[src/hw/rtl/tsd_pkg.sv]
// Shared types and codes for the token scanner automaton.
`default_nettype none

package tsd_pkg;

	localparam int unsigned StateW = 5;
	localparam int unsigned KindW  = 2;
	localparam int unsigned ClassW = 3;

	// Automaton states
	localparam logic [StateW-1:0] ST_START    = 5'd0;
	localparam logic [StateW-1:0] ST_IDENT    = 5'd1;
	localparam logic [StateW-1:0] ST_INT      = 5'd2;
	localparam logic [StateW-1:0] ST_DEC      = 5'd3;
	localparam logic [StateW-1:0] ST_STAR     = 5'd4;
	localparam logic [StateW-1:0] ST_POW      = 5'd5;
	localparam logic [StateW-1:0] ST_SLASH    = 5'd6;
	localparam logic [StateW-1:0] ST_MINUS    = 5'd7;
	localparam logic [StateW-1:0] ST_PLUS     = 5'd8;
	localparam logic [StateW-1:0] ST_COMMA    = 5'd9;
	localparam logic [StateW-1:0] ST_SEMI     = 5'd10;
	localparam logic [StateW-1:0] ST_LPAREN   = 5'd11;
	localparam logic [StateW-1:0] ST_RPAREN   = 5'd12;
	localparam logic [StateW-1:0] ST_COMMENT  = 5'd13;
	localparam logic [StateW-1:0] ST_EXP      = 5'd14;
	localparam logic [StateW-1:0] ST_EXP_SIGN = 5'd15;
	localparam logic [StateW-1:0] ST_EXP_DIG  = 5'd16;

	// State kinds
	localparam logic [KindW-1:0] KIND_START  = 2'd0;
	localparam logic [KindW-1:0] KIND_ACCEPT = 2'd1;
	localparam logic [KindW-1:0] KIND_INTER  = 2'd2;

	// Token classes
	localparam logic [ClassW-1:0] CLS_NONE     = 3'd0;
	localparam logic [ClassW-1:0] CLS_IDENT    = 3'd1;
	localparam logic [ClassW-1:0] CLS_LITERAL  = 3'd2;
	localparam logic [ClassW-1:0] CLS_OPERATOR = 3'd3;
	localparam logic [ClassW-1:0] CLS_PUNCT    = 3'd4;
	localparam logic [ClassW-1:0] CLS_COMMENT  = 3'd5;

	// Character constants
	localparam logic [7:0] CH_UNDERSCORE = 8'h5F;
	localparam logic [7:0] CH_DOT        = 8'h2E;
	localparam logic [7:0] CH_LOW_E      = 8'h65;
	localparam logic [7:0] CH_UP_E       = 8'h45;
	localparam logic [7:0] CH_STAR       = 8'h2A;
	localparam logic [7:0] CH_SLASH      = 8'h2F;
	localparam logic [7:0] CH_PLUS       = 8'h2B;
	localparam logic [7:0] CH_MINUS      = 8'h2D;
	localparam logic [7:0] CH_COMMA      = 8'h2C;
	localparam logic [7:0] CH_SEMI       = 8'h3B;
	localparam logic [7:0] CH_LPAREN     = 8'h28;
	localparam logic [7:0] CH_RPAREN     = 8'h29;

	// Outcome of one character step
	typedef struct packed {
		logic              took;
		logic [StateW-1:0] state;
		logic [KindW-1:0]  kind;
		logic [ClassW-1:0] cls;
	} tsd_step_t;

endpackage

`default_nettype wire

[src/hw/rtl/tsd_next.sv]
// Next-state and state classification logic of the token scanner automaton.
`default_nettype none

module tsd_next (
	input  logic [tsd_pkg::StateW-1:0] state,
	input  logic [7:0]                 char_in,
	input  logic                       start_token,
	output tsd_pkg::tsd_step_t         step
);
	import tsd_pkg::*;

	logic              is_letter;
	logic              is_digit;
	logic              is_e;
	logic [StateW-1:0] base;
	logic [StateW-1:0] nx;
	logic              move;
	logic [StateW-1:0] fin;
	logic [ClassW-1:0] cls;

	// Classify the character
	assign is_letter = (char_in >= 8'h61 && char_in <= 8'h7A)
		|| (char_in >= 8'h41 && char_in <= 8'h5A) || char_in == CH_UNDERSCORE;
	assign is_digit  = char_in >= 8'h30 && char_in <= 8'h39;
	assign is_e      = char_in == CH_LOW_E || char_in == CH_UP_E;

	// Restart at the start state when a new token begins
	assign base = start_token ? ST_START : state;

	// Decode the transition
	always_comb begin
		nx   = base;
		move = 1'b1;
		unique case (base)
			ST_START: begin
				if (is_letter)                 nx = ST_IDENT;
				else if (is_digit)             nx = ST_INT;
				else if (char_in == CH_STAR)   nx = ST_STAR;
				else if (char_in == CH_SLASH)  nx = ST_SLASH;
				else if (char_in == CH_PLUS)   nx = ST_PLUS;
				else if (char_in == CH_MINUS)  nx = ST_MINUS;
				else if (char_in == CH_COMMA)  nx = ST_COMMA;
				else if (char_in == CH_SEMI)   nx = ST_SEMI;
				else if (char_in == CH_LPAREN) nx = ST_LPAREN;
				else if (char_in == CH_RPAREN) nx = ST_RPAREN;
				else                           move = 1'b0;
			end
			ST_IDENT: begin
				if (is_letter || is_digit) nx = ST_IDENT;
				else                       move = 1'b0;
			end
			ST_INT: begin
				if (char_in == CH_DOT) nx = ST_DEC;
				else if (is_digit)     nx = ST_INT;
				else if (is_e)         nx = ST_EXP;
				else                   move = 1'b0;
			end
			ST_DEC: begin
				if (is_digit)  nx = ST_DEC;
				else if (is_e) nx = ST_EXP;
				else           move = 1'b0;
			end
			ST_STAR: begin
				if (char_in == CH_STAR) nx = ST_POW;
				else                    move = 1'b0;
			end
			ST_SLASH: begin
				if (char_in == CH_SLASH) nx = ST_COMMENT;
				else                     move = 1'b0;
			end
			ST_MINUS: begin
				if (char_in == CH_MINUS) nx = ST_COMMENT;
				else                     move = 1'b0;
			end
			ST_EXP: begin
				if (char_in == CH_PLUS || char_in == CH_MINUS) nx = ST_EXP_SIGN;
				else if (is_digit)                             nx = ST_EXP_DIG;
				else                                           move = 1'b0;
			end
			ST_EXP_SIGN, ST_EXP_DIG: begin
				if (is_digit) nx = ST_EXP_DIG;
				else          move = 1'b0;
			end
			default: begin
				move = 1'b0;
			end
		endcase
	end

	assign fin = move ? nx : base;

	// Map the resulting state to its token class
	always_comb begin
		case (fin)
			ST_IDENT:                        cls = CLS_IDENT;
			ST_INT, ST_DEC, ST_EXP_DIG:      cls = CLS_LITERAL;
			ST_STAR, ST_POW, ST_SLASH,
			ST_MINUS, ST_PLUS:               cls = CLS_OPERATOR;
			ST_COMMA, ST_SEMI, ST_LPAREN,
			ST_RPAREN:                       cls = CLS_PUNCT;
			ST_COMMENT:                      cls = CLS_COMMENT;
			default:                         cls = CLS_NONE;
		endcase
	end

	assign step.took  = move;
	assign step.state = fin;
	assign step.cls   = cls;
	assign step.kind  = (fin == ST_START) ? KIND_START
		: (cls != CLS_NONE) ? KIND_ACCEPT : KIND_INTER;

endmodule

`default_nettype wire

[src/hw/rtl/token_scanner_dfa_core.sv]
// Token scanner automaton core: input register, step logic and result register.
// Each word carries one character and a start-of-token flag; the core reports
// whether the automaton moved, the state after the character, its kind and its
// token class. One word is taken per cycle while the output is not stalled: a
// word is held in the input register, the state update and the result are
// computed from it combinationally, and the result is captured in the output
// register when the output register is free. A stalled result holds the input
// register, and the input stalls only while both registers are full and the
// output is stalled. The state register is the only feedback path, so the rate
// is set by one pass through the character decode and state case.
`default_nettype none

module token_scanner_dfa_core (
	input  logic                        clk,
	input  logic                        arst_n,
	input  logic                        in_valid,
	output logic                        in_stall,
	input  logic [7:0]                  char_in,
	input  logic                        start_token,
	output logic                        out_valid,
	input  logic                        out_stall,
	output logic                        took_step,
	output logic [tsd_pkg::StateW-1:0]  dfa_state,
	output logic [tsd_pkg::KindW-1:0]   state_kind,
	output logic [tsd_pkg::ClassW-1:0]  token_class
);
	import tsd_pkg::*;

	logic              valid_s1;
	logic [7:0]        char_s1;
	logic              start_s1;
	logic [StateW-1:0] state_q;
	logic              out_valid_q;
	tsd_step_t         res_q;
	tsd_step_t         step;
	logic              advance;

	// Move the input word on when the result register is free
	assign advance  = !out_valid_q || !out_stall;
	assign in_stall = valid_s1 && !advance;

	// Hold the input word
	always_ff @(posedge clk or negedge arst_n) begin
		if (!arst_n) begin
			valid_s1 <= 1'b0;
		end else if (advance || !valid_s1) begin
			valid_s1 <= in_valid;
		end
	end

	always_ff @(posedge clk) begin
		if ((advance || !valid_s1) && in_valid) begin
			char_s1  <= char_in;
			start_s1 <= start_token;
		end
	end

	tsd_next u_next (
		.state       (state_q),
		.char_in     (char_s1),
		.start_token (start_s1),
		.step        (step)
	);

	// Advance the automaton state and the result valid
	always_ff @(posedge clk or negedge arst_n) begin
		if (!arst_n) begin
			state_q     <= ST_START;
			out_valid_q <= 1'b0;
		end else if (advance) begin
			out_valid_q <= valid_s1;
			if (valid_s1) begin
				state_q <= step.state;
			end
		end
	end

	// Capture the result word
	always_ff @(posedge clk) begin
		if (advance && valid_s1) begin
			res_q <= step;
		end
	end

	assign out_valid   = out_valid_q;
	assign took_step   = res_q.took;
	assign dfa_state   = res_q.state;
	assign state_kind  = res_q.kind;
	assign token_class = res_q.cls;

endmodule

`default_nettype wire

[config.mk]
export PLATFORM = sky130hd
export DESIGN_NAME = token_scanner_dfa_core
export DESIGN_NICKNAME = d
export VERILOG_FILES = /design/src/hw/rtl/tsd_pkg.sv /design/src/hw/rtl/tsd_next.sv /design/src/hw/rtl/token_scanner_dfa_core.sv
export SDC_FILE = /design/constraint.sdc
export NUM_CORES = 1
export LEC_CHECK = 0
export ABC_CLOCK_PERIOD_IN_PS = 3950
export BUFFER_PORTS_ARGS = -buffer_cell sky130_fd_sc_hd__buf_2
export CAP_MARGIN = 15
export CORE_MARGIN = 10
export CORE_UTILIZATION = 54
export CTS_BUF_LIST = sky130_fd_sc_hd__clkbuf_4 sky130_fd_sc_hd__clkbuf_8
export DETAILED_ROUTE_END_ITERATION = 12
export PLACE_DENSITY = 0.76
export SLEW_MARGIN = 20
export SYNTH_ARGS = -nofsm -noshare
export SYNTH_HDL_FRONTEND = slang
export SYNTH_SLANG_ARGS = --single-unit
[constraint.sdc]
create_clock -name clk -period 3.95 [get_ports clk]
set_clock_uncertainty 0.05 [all_clocks]
set_input_delay 0.1975 -clock clk [delete_from_list [all_inputs] [get_ports clk]]
set_output_delay 0.1975 -clock clk [all_outputs]
set_load 0.02 [all_outputs]
==> reports/results.tsv, run 1 <==
stage	metric	value	unit
route	number of DRC markers in iteration 0	303	
sta	Slew HR	0.583	
final_layout	share of layout cells above drive strength 1	0.196	
clocking	CTS tree	built	
final_layout	# diodes	0	
die	die height	79.8	um
worst_setup_path	Worst setup EP type	flop	
sta	Final Hold Viols	0	
worst_setup_path	r2r worst-path depth	8	
placement	placed instance count	262	
route	Highest Signal Layer	met4	
route	WL/cell	18.0	um
yosys	Seq/Total Area, Yosys	0.402	
clocking	CTS clk-pin slew, worst paths	0.14	ns
worst_setup_path	R2R setup slack	0.67	ns
route	WL met3	340	um
sta	worst-margin pin slew	0.626	ns
die	die extent in x	79.8	um
yosys	post-synthesis xor/xnor area fraction	0.0136	
final_layout	Synth-to-Final Area Change	11.8	%
clocking	post-CTS sizing	0	
clocking	setup bufs post-CTS	0	
yosys	Main synth FF type	edfxtp_1	
worst_setup_path	CP max stage cell	edfxtp_1	
die	Initial Util	0.569	
final_layout	final core occ	0.636	
yosys	Avg Cell Area, Syn	9.32	um^2
die	Core ar.	3390	um^2
route	DR WL met2	2380	um
worst_setup_path	CP delay by family, top	compound AO/OA/AOI/OAI gates	
yosys	largest area contributor in the netlist	edfxtp_1	
yosys	largest family of logic cells by synthesized area	simple AND/OR/NAND/NOR gates	
sta	fmax	305	MHz
clocking	CTS Sinks	27	
yosys	Mapped Cells	207	
sta	Tcrit/Tclk final	0.830	
worst_setup_path	FF-to-FF Start	start_s1	
yosys	Synth Area in Adders	0	
route	antenna viol nets, final	0	
route	final WL	4980	um
worst_setup_path	Max FO, Critical Path	15	
route	vias per cell	6.43	
yosys	synthesized area	1930	um^2
route	1st-pass router iterations	6	
route	WL met1	2170	um
placement	# port buffers	25	
sta	worst hold margin	0.0448	ns
sta	Final min period	3.28	ns
yosys	Post-synth ARST share	0.259	
die	DIE AREA	6360	um^2
final_layout	Final #Nets	244	
global_routing	vias in the first global route	1664	
yosys	Synth area leaders	edfxtp_1 31%, dfrtp_1 9.1%, nand2_1 3.3%, nor2b_1 3.2%, a21oi_1 2.9%	
worst_setup_path	Critical Path Max Stage Delay	0.63	ns
sta	RSZ-0062 raised after global routing	false	
global_routing	initial antenna violation count	0	
final_layout	final instance area	2160	um^2
final_layout	FILL cells	304	
die	I/O pin count	26	
clocking	CTS buffer count	3	
clocking	H-tree depth	1	
global_routing	first-pass GRT wire length	8230	um
placement	Cell Area, Placed	2030	um^2
worst_setup_path	CP Data Arrival Time	3.35	ns
sta	final setup violation count	0	
worst_setup_path	Buf+Inv Stages, Crit Path	0	
global_routing	global route total overflow	0	
power	Power Dens Cells	316	nW/um^2
global_routing	largest net degree at the start of global routing	20	
hold_path	Hold EP	valid_s1	
yosys	Post-synth EDFFs	20	
yosys	post-synth net total	220	
worst_setup_path	Reg-to-Reg End	state_kind[0]	
clocking	hold_buf cts	8	
yosys	top cells by count, synth	20 x edfxtp_1, 17 x nand2_1, 11 x a21oi_1, 10 x nand3_1, 10 x nor2b_1	
yosys	count leader, synth	edfxtp_1	
sta	max-slew violations	0	
die	FP Rows	21	
worst_setup_path	Setup Crit Path Kind	flop to flop	
yosys	synth warn	0	
hold_path	worst hold path cell count	2	
hold_path	Tightest Hold Check Type	primary input to flop	
placement	HPWL Detailed	3560	um
outcome	status	finished, final reports clean	
yosys	compound-cell area share of the yosys netlist	0.239	
sta	total negative setup slack	0	ns
yosys	Distinct cells, synth	66	
placement	Routability Congestion	0.984	
flow_run	maxcap violations	0	
hold_path	Hold Startpoint	in_valid	
worst_setup_path	startpoint types	flop	
yosys	#FFs+latches synth	27	
clocking	Worst-Skew Late Latency	0.32	ns
worst_setup_path	worst endpoint required time	4.02	ns
power	Leakage	0.848	nW
route	Vias	1775	
yosys	post-synthesis mux area share	0.0169	
final_layout	post-route insts no fill	276	
worst_setup_path	Cell Chain, Critical Path	nor4_2 > nand4_1 > a221o_1 > o211ai_2 > o22ai_2 > a32o_1 > and3_1 > a2111oi_2	
clocking	Longest Clk Path Bufs	2	
yosys	Post-Synth Simple-Gate Area	0.270	
global_routing	All-Layer GR Usage	0.157	
yosys	top-area cell type share of the netlist area	0.311	
clocking	Root Buffer	clkbuf_4	
route	DRC violations left	0	
power	Max VDD drop	268	uV
==> cell families (layout without fill, tap and decap cells) <==
| family | count (synthesis) | in the layout |
|---|---|---|
| AND/OR/NAND/NOR | 89 | 89 |
| XOR/XNOR | 3 | 3 |
| buffers and inverters | 23 | 46 |
| flip-flops | 27 | 27 |
| AO/OA/AOI/OAI | 62 | 62 |
| multiplexers | 3 | 3 |
==> report_power, final <==
part           switching (mW)  internal, mW
clock network          0.0760        0.0463
logic                   0.112        0.0755
registers              0.0380         0.335
total                   0.226         0.457
==> worst max path at each step <==
stage	from	endpoint	slack [ns]	depth (start not counted)
floorplan	start_s1	state_kind[1]	1.28	9
global placement	start_s1	state_kind[1]	0.79	9
detailed placement	start_s1	state_kind[0]	0.75	8
CTS	start_s1	state_kind[0]	0.71	8
global route	start_s1	state_kind[0]	0.46	8
finish	start_s1	state_kind[0]	0.67	8
==> metal layers <==
layer  global-route usage  vias to the layer above
met5                    0                        -
met4               0.0599                        0
met3               0.0248                       10
met2                0.246                      103
met1                0.211                      810
li1                     -                      852
==> cell usage in the layout, fill, tap and decap left out, types with 3 or more instances in the layout <==
master,n
nand2_1,17
buf_2,25
nor2_1,8
dlygate4sd3_1,10
nand2b_1,8
nand3_1,10
inv_1,5
o2111ai_1,3
nor3_1,5
edfxtp_1,20
a21oi_1,11
a21o_1,3
nand4_1,4
o21ai_1,5
nor2b_1,10
a211o_1,3
clkbuf_4,4
or3_1,5
dfrtp_1,7
o211ai_1,3
o21ai_0,9
==> flip-flops by register name, indices dropped and copies added (netlist names) <==
name,cells
out_valid,1
state_q,5
token_class,3
char_s1,8
dfa_state,5
took_step,1
state_kind,2
start_s1,1
valid_s1,1
==> worst register-to-register path, delay by kind of cell, from the launching register on <==
family,cells,cell delay (ns)
AO/OA/AOI/OAI,5,1.43
flip-flops,1,0.63
AND/OR/NAND/NOR,3,0.98
==> stage by stage <==
step,power (mW),setup WS [ns]
2_1_floorplan,0.503,1.28
3_3_place_gp,0.552,0.788
3_5_place_dp,0.553,0.749
4_1_cts,0.677,0.708
5_1_grt,0.715,0.456
6_report,0.682,0.672
==> area by class of cell <==
cell class	instances	area, um^2	area share
multi-input combinational	157	1040	0.483
sequential	27	776	0.360
timing repair buffer	35	225	0.104
tap	46	57.6	0.0267
clock buffer	4	30.0	0.0139
inverter	7	26.3	0.0122
Power figures use the tool's default switching activity.
==> run 2, diff against run 1 <==
ABC_CLOCK_PERIOD_IN_PS = 2910   (was 3950)
PLACE_DENSITY = 0.79   (was 0.76)
clock period = 2.91 ns   (was 3.95 ns; I/O delays follow)
==> run 2 against run 1 <==
  * Critical path type unchanged
  * Global-route usage fell by 0.31 points
  * Highest routed layer unchanged
  * Via count rose by 14%
  * Combinational power rose by 83%
  * Sequential cell count did not move
  * Largest power group unchanged
  * Sequential power rose by 33%
==> reports/results.tsv, run 2 (synthesis results as in run 1) <==
stage	metric	value	unit
sta	Slew HR	0.662	
final_layout	commonest non-fill, non-tap cell in the layout	buf_4	
final_layout	Largest Register	char_s1	
clocking	H-tree depth	1	
die	Initial Util	0.569	
placement	placed instance count	284	
sta	RSZ-0062 raised after global routing	true	
final_layout	share of layout cells above drive strength 1	0.366	
global_routing	layer carrying the most global-route usage	met2	
global_routing	vias in the first global route	1644	
global_routing	initial antenna violation count	0	
hold_path	Tightest Hold Check Type	primary input to asynchronous set/reset pin	
flow_run	maxcap violations	0	
die	DIE AREA	6360	um^2
route	Vias	2030	
clocking	Root Buffer	clkbuf_4	
worst_setup_path	Cell Chain, Critical Path	o21ai_2 > nand4_1 > a221o_1 > o211ai_2 > o22ai_2 > a32o_2 > and3_1 > a2111oi_2	
global_routing	GR Util met1	0.216	
worst_setup_path	Critical Path Max Stage Delay	0.54	ns
route	WL/cell	18.2	um
die	I/O pin count	26	
global_routing	first-pass GRT wire length	8000	um
worst_setup_path	FF-to-FF Start	char_s1[2]	
global_routing	global route total overflow	0	
final_layout	most frequent cells in the layout	32 x buf_4, 25 x buf_2, 20 x edfxtp_1, 17 x nand2_1, 12 x dlygate4sd3_1	
route	DRC violations left	0	
die	die height	79.8	um
worst_setup_path	Setup Crit Path Kind	flop to flop	
route	final WL	5730	um
route	number of DRC markers in iteration 0	349	
power	Leakage	1.06	nW
power	total power	1.01	mW
power	Max VDD drop	428	uV
sta	worst-margin pin slew	0.506	ns
route	antenna viol nets, final	0	
sta	fmax	348	MHz
placement	# port buffers	25	
die	FP Rows	21	
route	vias per cell	6.46	
final_layout	max FFs per register	8	
route	1st-pass router iterations	6	
global_routing	All-Layer GR Usage	0.154	
worst_setup_path	Max FO, Critical Path	7	
clocking	CTS buffer count	3	
worst_setup_path	CP max stage cell	edfxtp_1	
worst_setup_path	crit path launch	char_s1[2]	
sta	Tcrit/Tclk final	0.987	
placement	HPWL Detailed	3780	um
global_routing	M3 GR Usage	0.0293	
final_layout	Register Area	781	um^2
final_layout	post-route insts no fill	314	
worst_setup_path	startpoint types	flop	
sta	max-slew violations	0	
final_layout	Final #Nets	282	
final_layout	footprint of the multi-input gates	1170	um^2
placement	Routability Congestion	0.952	
clocking	CTS clk-pin slew, worst paths	0.15	ns
power	Power Dens Cells	387	nW/um^2
clocking	Worst-Skew Late Latency	0.34	ns
global_routing	routing usage on met2	0.235	
sta	Final min period	2.87	ns
clocking	CTS Sinks	27	
clocking	Longest Clk Path Bufs	2	
final_layout	FILL cells	206	
worst_setup_path	worst endpoint required time	3.01	ns
clocking	CTS tree	built	
die	die extent in x	79.8	um
sta	final setup violation count	0	
global_routing	largest net degree at the start of global routing	16	
final_layout	# diodes	0	
sta	Final Hold Viols	0	
worst_setup_path	CP Data Arrival Time	2.97	ns
final_layout	Synth-to-Final Area Change	35.0	%
die	Core ar.	3390	um^2
worst_setup_path	Worst setup EP type	flop	
outcome	status	finished, final reports clean	
sta	worst hold margin	0.0850	ns
[run 2: worst paths after layout]
check / end / slack [ns] / cells past startpoint
max: state_kind[0] / 0.04 / 8
max in group asynchronous: state_q[2] / 2.56 / 2
max reg2reg: state_kind[0] / 0.04 / 8
min in group clk: char_s1[5] / 0.45 / 2
min: valid_s1 / 0.08 / 2
min reg2reg: out_valid / 0.47 / 1
[run 2: timing repair]
action,CTS,global route
hold buffers,12,0
endpoints found under the hold margin,18,0
buffers inserted,0,14
resized for setup,0,25
endpoints found under the setup margin,0,5
[run 2: layout make-up]
| type | count | area share |
|---|---|---|
| Multi-Input combinational cell | 157 | 0.449 |
| Clock buffer | 3 | 0.00865 |
| Inverter | 7 | 0.0101 |
| Sequential cell | 27 | 0.300 |
| Clock inverter | 1 | 0.00192 |
| Timing Repair Buffer | 73 | 0.208 |
| Tap cell | 46 | 0.0221 |
[run 2: critical path, delay by kind of cell, from the launching register on]
kind	cells	cell delay, ns
DFF	1	0.54
and+or+nand+nor	2	0.45
AOI/OAI and AO/OA	6	1.65
[run 2: report_power, final]
part	switching, mW	internal, mW	total (mW)
Sequential	0.0400	0.455	0.495
Combinational	0.187	0.157	0.343
Clock	0.117	0.0518	0.169
Total	0.344	0.663	1.01
[run 2: per-layer routing]
layer / share of wire / routed length, um
met1: 0.41 / 2370
met2: 0.47 / 2670
met3: 0.080 / 461
met4: 0.039 / 222
met5: 0 / 0
[run 2: metrics by stage]
step,setup slack [ns],setup TNS [ns],utilization,cell area [um^2]
global placement,-0.0458,-0.0877,0.650,2200
global route,-0.0890,-0.293,0.768,2600
detailed placement,0.0229,0,0.650,2200
finish,0.0386,0,0.768,2600
CTS,0.00155,0,0.694,2350
floorplan,0.242,0,-,1930
==> run 3, diff against run 2 <==
HOLD_SLACK_MARGIN = 0.15   (was default)
==> run 3 against run 2 <==
  * First-iteration DRC count decreased by 17%
  * Hold slack improved by 0.37 ns
  * Utilization increased by 0.59 points
==> reports/results.tsv, run 3 (synthesis results as in run 1) <==
stage	metric	value	unit
clocking	Worst-Skew Late Latency	0.33	ns
placement	HPWL Detailed	3780	um
power	Net Sw Frac	0.339	
global_routing	largest net degree at the start of global routing	16	
clocking	H-tree depth	1	
hold_path	Tightest Hold Check Type	primary input to flop	
route	final WL	5710	um
hold_path	Hold EP	char_s1[5]	
global_routing	first-pass GRT wire length	8090	um
global_routing	global route total overflow	0	
worst_setup_path	worst endpoint required time	2.97	ns
clocking	CTS tree	built	
global_routing	All-Layer GR Usage	0.156	
worst_setup_path	startpoint types	flop	
clocking	CTS Sinks	27	
flow_run	maxcap violations	0	
final_layout	max FFs per register	8	
power	Int Pwr	0.665	mW
route	vias per cell	6.35	
worst_setup_path	FF-to-FF Start	char_s1[2]	
power	Max VDD drop	418	uV
hold_path	worst hold path cell count	2	
route	Vias	2006	
worst_setup_path	Max FO, Critical Path	7	
clocking	Longest Clk Path Bufs	2	
sta	worst-margin pin slew	0.500	ns
worst_setup_path	Worst setup EP type	flop	
sta	final setup violation count	0	
route	number of DRC markers in iteration 0	291	
power	total power	1.01	mW
clocking	CTS buffer count	3	
sta	Final Hold Viols	0	
sta	worst hold margin	0.455	ns
sta	RSZ-0062 raised after global routing	true	
die	FP Rows	21	
route	1st-pass router iterations	5	
power	Clk pwr share	0.167	
clocking	CTS clk-pin slew, worst paths	0.15	ns
die	Initial Util	0.569	
placement	placed instance count	284	
sta	fmax	352	MHz
outcome	status	finished, final reports clean	
sta	Tcrit/Tclk final	0.976	
die	die height	79.8	um
die	Core ar.	3390	um^2
final_layout	# diodes	0	
power	Leakage	1.07	nW
placement	# port buffers	25	
power	Psw	0.341	mW
route	DRC violations left	0	
final_layout	Synth-to-Final Area Change	36.0	%
power	register share of total power	0.491	
die	die extent in x	79.8	um
sta	max-slew violations	0	
die	I/O pin count	26	
final_layout	share of layout cells above drive strength 1	0.363	
route	antenna viol nets, final	0	
worst_setup_path	r2r worst-path depth	8	
global_routing	initial antenna violation count	0	
clocking	Root Buffer	clkbuf_4	
worst_setup_path	R2R setup slack	0.07	ns
placement	Routability Congestion	0.952	
worst_setup_path	CP Data Arrival Time	2.90	ns
final_layout	Final #Nets	284	
final_layout	FILL cells	206	
worst_setup_path	Reg-to-Reg End	state_kind[1]	
route	WL/cell	18.1	um
sta	Final min period	2.84	ns
final_layout	Largest Register	char_s1	
power	Logic pwr share	0.342	
sta	Slew HR	0.666	
final_layout	post-route insts no fill	316	
power	Power Dens Cells	384	nW/um^2
die	DIE AREA	6360	um^2
worst_setup_path	Setup Crit Path Kind	flop to flop	
final_layout	commonest non-fill, non-tap cell in the layout	buf_4	
hold_path	Hold Startpoint	char_in[5]	
final_layout	most frequent cells in the layout	32 x buf_4, 25 x buf_2, 20 x edfxtp_1, 17 x nand2_1, 14 x dlygate4sd3_1	
global_routing	vias in the first global route	1665	
[run 3: cell count changes in the layout (fill, tap and decap cells not counted), sizes merged]
cell,previous run,this run
dlygate4sd3,12,14
[run 3: area by class of cell]
| class | instances | area, um^2 | area share |
|---|---|---|---|
| sequential | 27 | 781 | 0.298 |
| clock buffer | 3 | 22.5 | 0.00858 |
| inverter | 7 | 26.3 | 0.0100 |
| clock inverter | 1 | 5.00 | 0.00191 |
| tap | 46 | 57.6 | 0.0219 |
| timing repair buffer | 75 | 562 | 0.214 |
| multi-input combinational | 157 | 1170 | 0.446 |
[run 3: power by group through the flow]
| stage | logic (mW) | registers (mW) | clock network, mW |
|---|---|---|---|
| 2_1_floorplan | 0.185 | 0.498 | 0 |
| 3_3_place_gp | 0.281 | 0.494 | 0 |
| 3_5_place_dp | 0.281 | 0.495 | 0 |
| 4_1_cts | 0.297 | 0.488 | 0.163 |
| 5_1_grt | 0.368 | 0.500 | 0.184 |
| 6_report | 0.344 | 0.495 | 0.168 |
[run 3: worst max-delay path by stage]
stage                    start             end  slack [ns]
CTS                 state_q[4]  token_class[0]       0.002
finish              char_s1[2]   state_kind[1]        0.07
global placement    state_q[2]  token_class[2]       -0.05
detailed placement  state_q[4]  token_class[2]        0.02
floorplan             start_s1   state_kind[1]        0.24
global route        char_s1[2]  token_class[0]       -0.09
[run 3: per-layer routing]
| metal | wire length [um] | global-route usage |
|---|---|---|
| met5 | 0 | 0 |
| met4 | 140 | 0.0387 |
| met3 | 520 | 0.0304 |
| met2 | 2740 | 0.242 |
| met1 | 2300 | 0.216 |
[run 3: repair_timing]
action | 4_1_cts | 5_1_grt
hold endpoints to repair | 18 | 0
setup buffers | 0 | 14
setup endpoints to repair | 0 | 5
gates resized for setup | 0 | 25
hold buffers | 14 | 0
[run 3: stage by stage]
stage               TNS, ns  cell area [um^2]  utilization  setup WS, ns
global route         -0.305              2620        0.774       -0.0920
detailed placement        0              2200        0.650        0.0229
CTS                       0              2370        0.700       0.00155
floorplan                 0              1930            -         0.242
finish                    0              2620        0.774        0.0704
global placement    -0.0877              2200        0.650       -0.0458
[run 3: critical path, cell delays in order, from the launching register on]
cell and delay [ns]:
edfxtp_1 0.54, o21ai_2 0.22, nand4_1 0.23, a221o_1 0.45, o211ai_2 0.14, o22ai_2 0.15, a32o_2 0.34, o31a_1 0.27
a211o_1 0.22
